<file path="src/rtl/core/ps2mpc_pkg.sv">
package ps2mpc_pkg;

    localparam int DATA_W       = 8;
    localparam int SIZE_W       = 13;
    localparam int STATUS_W     = 2;
    localparam int BUTTON_W     = 3;
    localparam int CFG_INDEX_W  = 2;
    localparam int PACKET_BYTES = 3;
    localparam int POS_W        = $clog2(PACKET_BYTES);

    localparam int SYNC_BIT   = 3;
    localparam int SIGN_X_BIT = 4;
    localparam int SIGN_Y_BIT = 5;

    localparam logic [SIZE_W-1:0] DEFAULT_WIDTH  = 13'd1024;
    localparam logic [SIZE_W-1:0] DEFAULT_HEIGHT = 13'd768;

    typedef enum logic [STATUS_W-1:0] {
        STAT_STORED  = 2'd0,
        STAT_DROPPED = 2'd1,
        STAT_DONE    = 2'd2
    } status_t;

    typedef enum logic [POS_W-1:0] {
        POS_FLAGS = 2'd0,
        POS_DX    = 2'd1,
        POS_DY    = 2'd2
    } pos_t;

    typedef enum logic [CFG_INDEX_W-1:0] {
        REG_WIDTH  = 2'd0,
        REG_HEIGHT = 2'd1
    } reg_index_t;

endpackage

</file>
<file path="src/rtl/core/ps2_mouse_packet_cursor.sv">
// Channel   Direction  Word contents (lowest bits first)
// s_        in         tdata: data_byte[7:0]
// m_        out        tdata: cursor_x, cursor_y, button_bits, zero pad; tuser: byte_status
// cfg_      in         cfg_index selects the register, cfg_data carries the size
//
// Each byte passes two registers on its way to a result: the input register, and then
// the result register, loaded as the byte is decoded and the cursor updated.
// A new byte is accepted every cycle while results are taken.
// While a result waits in the output register, the input register takes one more byte
// and then the input stalls until the result is taken.
// Reset is synchronous and active low; it restores the default sizes and centers the cursor.
module ps2_mouse_packet_cursor #(
    parameter int COORD_BITS = 12,
    localparam int M_TDATA_W = ((2 * COORD_BITS + ps2mpc_pkg::BUTTON_W + 7) / 8) * 8
) (
    input  logic                                aclk,
    input  logic                                aresetn,
    input  logic                                s_tvalid,
    output logic                                s_tready,
    input  logic [ps2mpc_pkg::DATA_W-1:0]       s_tdata,    // data_byte
    output logic                                m_tvalid,
    input  logic                                m_tready,
    output logic [M_TDATA_W-1:0]                m_tdata,    // cursor_x, cursor_y, button_bits
    output logic [ps2mpc_pkg::STATUS_W-1:0]     m_tuser,    // byte_status
    input  logic                                cfg_valid,
    output logic                                cfg_ready,
    input  logic [ps2mpc_pkg::CFG_INDEX_W-1:0]  cfg_index,
    input  logic [ps2mpc_pkg::SIZE_W-1:0]       cfg_data
);
    import ps2mpc_pkg::*;

    localparam int EW = (COORD_BITS + 1 > SIZE_W) ? COORD_BITS + 1 : SIZE_W;
    localparam int VW = COORD_BITS + 2;
    localparam logic [EW-1:0] LIMIT = EW'(1) << COORD_BITS;

    function automatic logic [EW-1:0] eff_size(input logic [SIZE_W-1:0] setting,
                                               input logic [SIZE_W-1:0] fallback);
        logic [EW-1:0] s;
        s = (setting == '0) ? EW'(fallback) : EW'(setting);
        if (s > LIMIT) begin
            s = LIMIT;
        end
        return s;
    endfunction

    function automatic logic [COORD_BITS-1:0] clamp(input logic signed [VW-1:0] v,
                                                    input logic [EW-1:0] size);
        logic [VW-1:0] size_v;
        size_v = VW'(size);
        if (v < 0) begin
            return '0;
        end else if ($unsigned(v) >= size_v) begin
            return COORD_BITS'(size_v - VW'(1));
        end else begin
            return COORD_BITS'($unsigned(v));
        end
    endfunction

    logic                    in_valid_reg, in_valid_next;
    logic [DATA_W-1:0]       in_data_reg;
    logic                    out_valid_reg, out_valid_next;
    status_t                 out_status_reg;
    logic [COORD_BITS-1:0]   out_x_reg, out_y_reg;
    logic [BUTTON_W-1:0]     out_btn_reg;

    pos_t                    pos_reg, pos_next;
    logic [DATA_W-1:0]       flags_reg, flags_next;
    logic [DATA_W-1:0]       dx_reg, dx_next;
    logic [COORD_BITS-1:0]   x_reg, x_next, y_reg, y_next;
    logic [BUTTON_W-1:0]     btn_reg, btn_next;
    logic [SIZE_W-1:0]       width_reg, width_next, height_reg, height_next;

    logic                    advance, step, cfg_write;
    status_t                 status;
    logic [EW-1:0]           eff_w, eff_h, eff_w_new, eff_h_new;
    logic signed [8:0]       dx9, dy9;
    logic signed [VW-1:0]    sum_x, sum_y;

    assign advance   = !out_valid_reg || m_tready;
    assign step      = in_valid_reg && advance;
    assign s_tready  = !in_valid_reg || advance;
    assign cfg_ready = 1'b1;
    assign cfg_write = cfg_valid && cfg_ready;

    assign eff_w = eff_size(width_reg, DEFAULT_WIDTH);
    assign eff_h = eff_size(height_reg, DEFAULT_HEIGHT);
    assign dx9   = $signed({flags_reg[SIGN_X_BIT], dx_reg});
    assign dy9   = $signed({flags_reg[SIGN_Y_BIT], in_data_reg});
    assign sum_x = $signed({2'b00, x_reg}) + VW'(dx9);
    assign sum_y = $signed({2'b00, y_reg}) - VW'(dy9);

    always_comb begin
        pos_next    = pos_reg;
        flags_next  = flags_reg;
        dx_next     = dx_reg;
        x_next      = x_reg;
        y_next      = y_reg;
        btn_next    = btn_reg;
        width_next  = width_reg;
        height_next = height_reg;
        status      = STAT_STORED;
        eff_w_new   = eff_w;
        eff_h_new   = eff_h;

        if (step) begin
            case (pos_reg)
                POS_FLAGS: begin
                    if (!in_data_reg[SYNC_BIT]) begin
                        status = STAT_DROPPED;
                    end else begin
                        flags_next = in_data_reg;
                        pos_next   = POS_DX;
                    end
                end
                POS_DX: begin
                    dx_next  = in_data_reg;
                    pos_next = POS_DY;
                end
                default: begin
                    x_next   = clamp(sum_x, eff_w);
                    y_next   = clamp(sum_y, eff_h);
                    btn_next = flags_reg[BUTTON_W-1:0];
                    pos_next = POS_FLAGS;
                    status   = STAT_DONE;
                end
            endcase
        end

        if (cfg_write && (cfg_index == REG_WIDTH || cfg_index == REG_HEIGHT)) begin
            if (cfg_index == REG_WIDTH) begin
                width_next = cfg_data;
                eff_w_new  = eff_size(cfg_data, DEFAULT_WIDTH);
            end else begin
                height_next = cfg_data;
                eff_h_new   = eff_size(cfg_data, DEFAULT_HEIGHT);
            end
            x_next = COORD_BITS'(eff_w_new >> 1);
            y_next = COORD_BITS'(eff_h_new >> 1);
        end

        in_valid_next  = s_tready ? s_tvalid : in_valid_reg;
        out_valid_next = advance ? in_valid_reg : out_valid_reg;
    end

    always_ff @(posedge aclk) begin
        if (!aresetn) begin
            in_valid_reg  <= 1'b0;
            out_valid_reg <= 1'b0;
            pos_reg       <= POS_FLAGS;
            flags_reg     <= '0;
            dx_reg        <= '0;
            btn_reg       <= '0;
            width_reg     <= DEFAULT_WIDTH;
            height_reg    <= DEFAULT_HEIGHT;
            x_reg         <= COORD_BITS'(eff_size(DEFAULT_WIDTH, DEFAULT_WIDTH) >> 1);
            y_reg         <= COORD_BITS'(eff_size(DEFAULT_HEIGHT, DEFAULT_HEIGHT) >> 1);
        end else begin
            in_valid_reg  <= in_valid_next;
            out_valid_reg <= out_valid_next;
            pos_reg       <= pos_next;
            flags_reg     <= flags_next;
            dx_reg        <= dx_next;
            btn_reg       <= btn_next;
            width_reg     <= width_next;
            height_reg    <= height_next;
            x_reg         <= x_next;
            y_reg         <= y_next;
        end
    end

    always_ff @(posedge aclk) begin
        if (s_tvalid && s_tready) begin
            in_data_reg <= s_tdata;
        end
        if (step) begin
            out_status_reg <= status;
            out_x_reg      <= x_next;
            out_y_reg      <= y_next;
            out_btn_reg    <= btn_next;
        end
    end

    assign m_tvalid = out_valid_reg;
    assign m_tuser  = out_status_reg;
    assign m_tdata  = M_TDATA_W'({out_btn_reg, out_y_reg, out_x_reg});

endmodule

</file>
<file path="config.mk">
export PLATFORM = sky130hd
export DESIGN_NAME = ps2_mouse_packet_cursor
export DESIGN_NICKNAME = d
export VERILOG_FILES = /design/src/rtl/core/ps2mpc_pkg.sv /design/src/rtl/core/ps2_mouse_packet_cursor.sv
export SDC_FILE = /design/constraint.sdc
export NUM_CORES = 1
export LEC_CHECK = 0
export ABC_AREA = 1
export BUFFER_PORTS_ARGS = -buffer_cell sky130_fd_sc_hd__buf_2
export CORE_ASPECT_RATIO = 1.4
export CORE_MARGIN = 3
export CORE_UTILIZATION = 61
export DETAILED_ROUTE_END_ITERATION = 10
export GPL_ROUTABILITY_DRIVEN = 0
export MAX_ROUTING_LAYER = met4
export PLACE_DENSITY = 0.78
export SKIP_CTS_REPAIR_TIMING = 1
export SKIP_LAST_GASP = 1
export SLEW_MARGIN = 10
export SYNTH_ARGS = -nofsm -noshare
export SYNTH_HDL_FRONTEND = slang
export SYNTH_SLANG_ARGS = --single-unit
</file>
<file path="constraint.sdc">
create_clock -name aclk -period 4.4 [get_ports aclk]
set_input_delay 0.22 -clock aclk [delete_from_list [all_inputs] [get_ports aclk]]
set_output_delay 0.22 -clock aclk [all_outputs]
set_load 0.005 [all_outputs]
</file>
==> metrics.md <==
| Metric | Value |
|---|---|
| Rows | 46 |
| Vias | 6809 |
| Hold Vio Cnt, Final | 0 |
| Port bufs | 58 |
| Post-Synth XOR/XNOR Area | 3.51% |
| Primary FF master, synth | dfxtp_1 |
| Setup Skew | 9.69 ps |
| Fraction of registers with async set/reset | 0% |
| Synth cell types | 45 |
| Root Driver | clkbuf_16 |
| Leak Pwr | 4.02 nW |
| Crit path time final | 3850 ps |
| Syn avg cell area | 7.08 sq um |
| CTS tree | built |
| Vias per cell | 5.59 |
| Antenna viol nets, final | 0 |
| Total GRT Usage | 31.6% |
| Synth Instances | 1023 |
| Post-DP HPWL | 14.9 mm |
| Critical Path RT | 4520 ps |
| Number of synthesized flops with an enable pin | 37 |
| Compound-Gate Fraction of Synth Area | 14.5% |
| Post-Synth Simple-Gate Area | 26.5% |
| DP Worst Slack | 634 ps |
| Sequential cell area fraction in the yosys report | 34.7% |
| Total CTS buffers | 9 |
| Core area | 11500 sq um |
| Skew-Pair Late Insertion Delay | 360 ps |
| Diode count | 0 |
| Min Hold Slack | 29.5 ps |
| Synth area leaders | dfxtp_1 (19%), edfxtp_1 (15%), nand2_1 (14%) |
| Post-DP Area | 7570 sq um |
| Number of global-route vias before repair | 6465 |
| Final setup fails | 0 |
| Largest net degree at the start of global routing | 43 |
| Yosys top cell area share | 19.4% |
| Worst slew pin tran | 802 ps |
| Worst Hold Class | in -> reg |
| H-tree depth | 3 |
| Most common cell after layout, fill and taps aside | nand2_1 |
| Critical path type | reg -> reg |
| Worst vdd ir | 0.212 mV |
| Die ar. | 13200 sq um |
| Status | completed |
| Crit path max fanout | 16 |
| CTS Sinks | 107 |
| Total power | 2.68 mW |
| Initial antenna violation count | 0 |
| Wire length on met1 | 7.48 mm |
| First-pass GRT wire length | 32.0 mm |
| Initial Util | 63.2% |
| Most frequent cells in the layout | nand2_1 (270), inv_1 (151), nor2_1 (95) |
| DRC Markers | 0 |
| Crit start category | flop |
| Drt total wl | 19.9 mm |
| Wire length per cell | 16.3 um |
| Horiz. Die Dim | 98.1 um |
| MaxCap Viol Count | 0 |
| Die height | 135 um |
| Sequential Area | 2510 sq um |
| Metal3 WL | 1.17 mm |
| DR top layer | met4 |
| Setup TNS Final | 0 ps |
| CP arrival | 3970 ps |
| Yosys warning total | 0 |
| TritonRoute pass-1 iters | 5 |
| Area growth from synthesis to layout | 8.97% |
| Post-layout nets | 1152 |
| Synth Register Bits | 107 |
| GR Overflow Total | 0 |
| Setup WS post-layout | 546 ps |
| Clk buf depth | 2 |
| Share of cells above drive strength 1 | 10.3% |
| Largest family of logic cells by synthesized area | simple AND/OR/NAND/NOR gates |
| Crit end category | flop |
| Drt first-iter violations | 497 |
| Top Ports | 65 |
| Unrepaired setup endpoints after global routing | no |
| Finished Cell Area | 7890 sq um |
| Clock transition at the registers of the reported paths | 80 ps |
| PD cells | 339 nW/um^2 |
| Synth Cell Area | 7240 sq um |
| Post-synthesis mux area share | 0% |
| Met2 WL | 9.83 mm |
| Highest clock rate | 259 MHz |
| FILL cells | 1015 |
| Synth Area in Adders | 9.89% |
| Worst slew margin | 46.3% |
| Area of the multi-input gates | 3960 sq um |
| Fin crit share | 87.6% |
| Most area-hungry cell type in the Yosys netlist | dfxtp_1 |
| Max Slew Vio Count | 0 |
per-stage QoR:
step                      utilization, %  instances
final                               68.9       1217
after global routing                68.9       1217
after CTS                           68.9       1217
after detailed placement            66.1       1201
after global placement              66.1       1201
after floorplan                        -       1027
worst paths after layout:
kind / from / to / slack (ps) / cells past startpoint
worst max-delay path: in_data_reg[0] / out_y_reg[6] / 550 / 21
worst min-delay path: s_tdata[0] / in_data_reg[0] / 30 / 1
worst max register to register: in_data_reg[0] / out_y_reg[6] / 550 / 21
worst min register to register: btn_reg[0] / btn_reg[0] / 470 / 2
critical path, cell delays in order (launching register included):
cell and delay, ps:
edfxtp_1 450, ha_1 260, fa_1 410, nor2_1 110, o21ai_0 110, nand2_1 100
nand2_1 50, o211ai_1 120, nand2_1 110, nand2_1 90, a21oi_1 60, o21ai_0 190
xor2_1 190, ha_1 250, nand2_1 130, nand3_2 280, inv_1 290, nand2_1 80
nand3_1 120, nand2_1 70, o21ai_2 80, inv_1 50
per-layer routing:
metal / global-route usage, % / vias up
met5: - / -
met4: 21.2 / 0
met3: 3.77 / 95
met2: 52.2 / 274
met1: 36.0 / 3043
li1: - / 3397
cell usage after synthesis (3+ instances only):
cell type    n
o21ai_2      4
buf_6        4
o21ai_0     61
nor3b_1      3
nand3b_1     4
a21oi_1     84
dfxtp_1     70
nand2_1    270
a21oi_2      5
a211oi_1     4
clkbuf_1    17
o41ai_1      3
xnor2_1      8
o211ai_1    11
xor2_1      21
edfxtp_1    37
nor2_1      95
a22oi_1      3
o21bai_1     4
nand4_1      9
nand2_2     10
ha_1        54
buf_4       10
nand3_2      4
nor3_1       3
nand3_1     50
inv_1      151
kinds of logic (layout without fill, tap and decap cells):
logic type,count (synthesis),count (layout)
DFF,107,107
other,2,6
adders and majority gates,56,56
buffers and inverters,187,233
xor gates and xnor gates,29,29
and+or+nand+nor,456,456
AOI/OAI and AO/OA,186,186
final cells by class:
cell class	count	area share, %
clock inverter	7	1.21
inverter	152	7.23
multi-input combinational	733	50.2
tap	144	2.28
timing repair buffer	65	4.35
clock buffer	9	2.85
sequential	107	31.8
where the power goes:
group          internal, mW  total [mW]  switching, mW
logic                 0.234       0.697          0.463
clock network         0.457       0.870          0.413
registers              1.08        1.11         0.0328
total                  1.77        2.68          0.909
(Power assumes the default switching activity.)
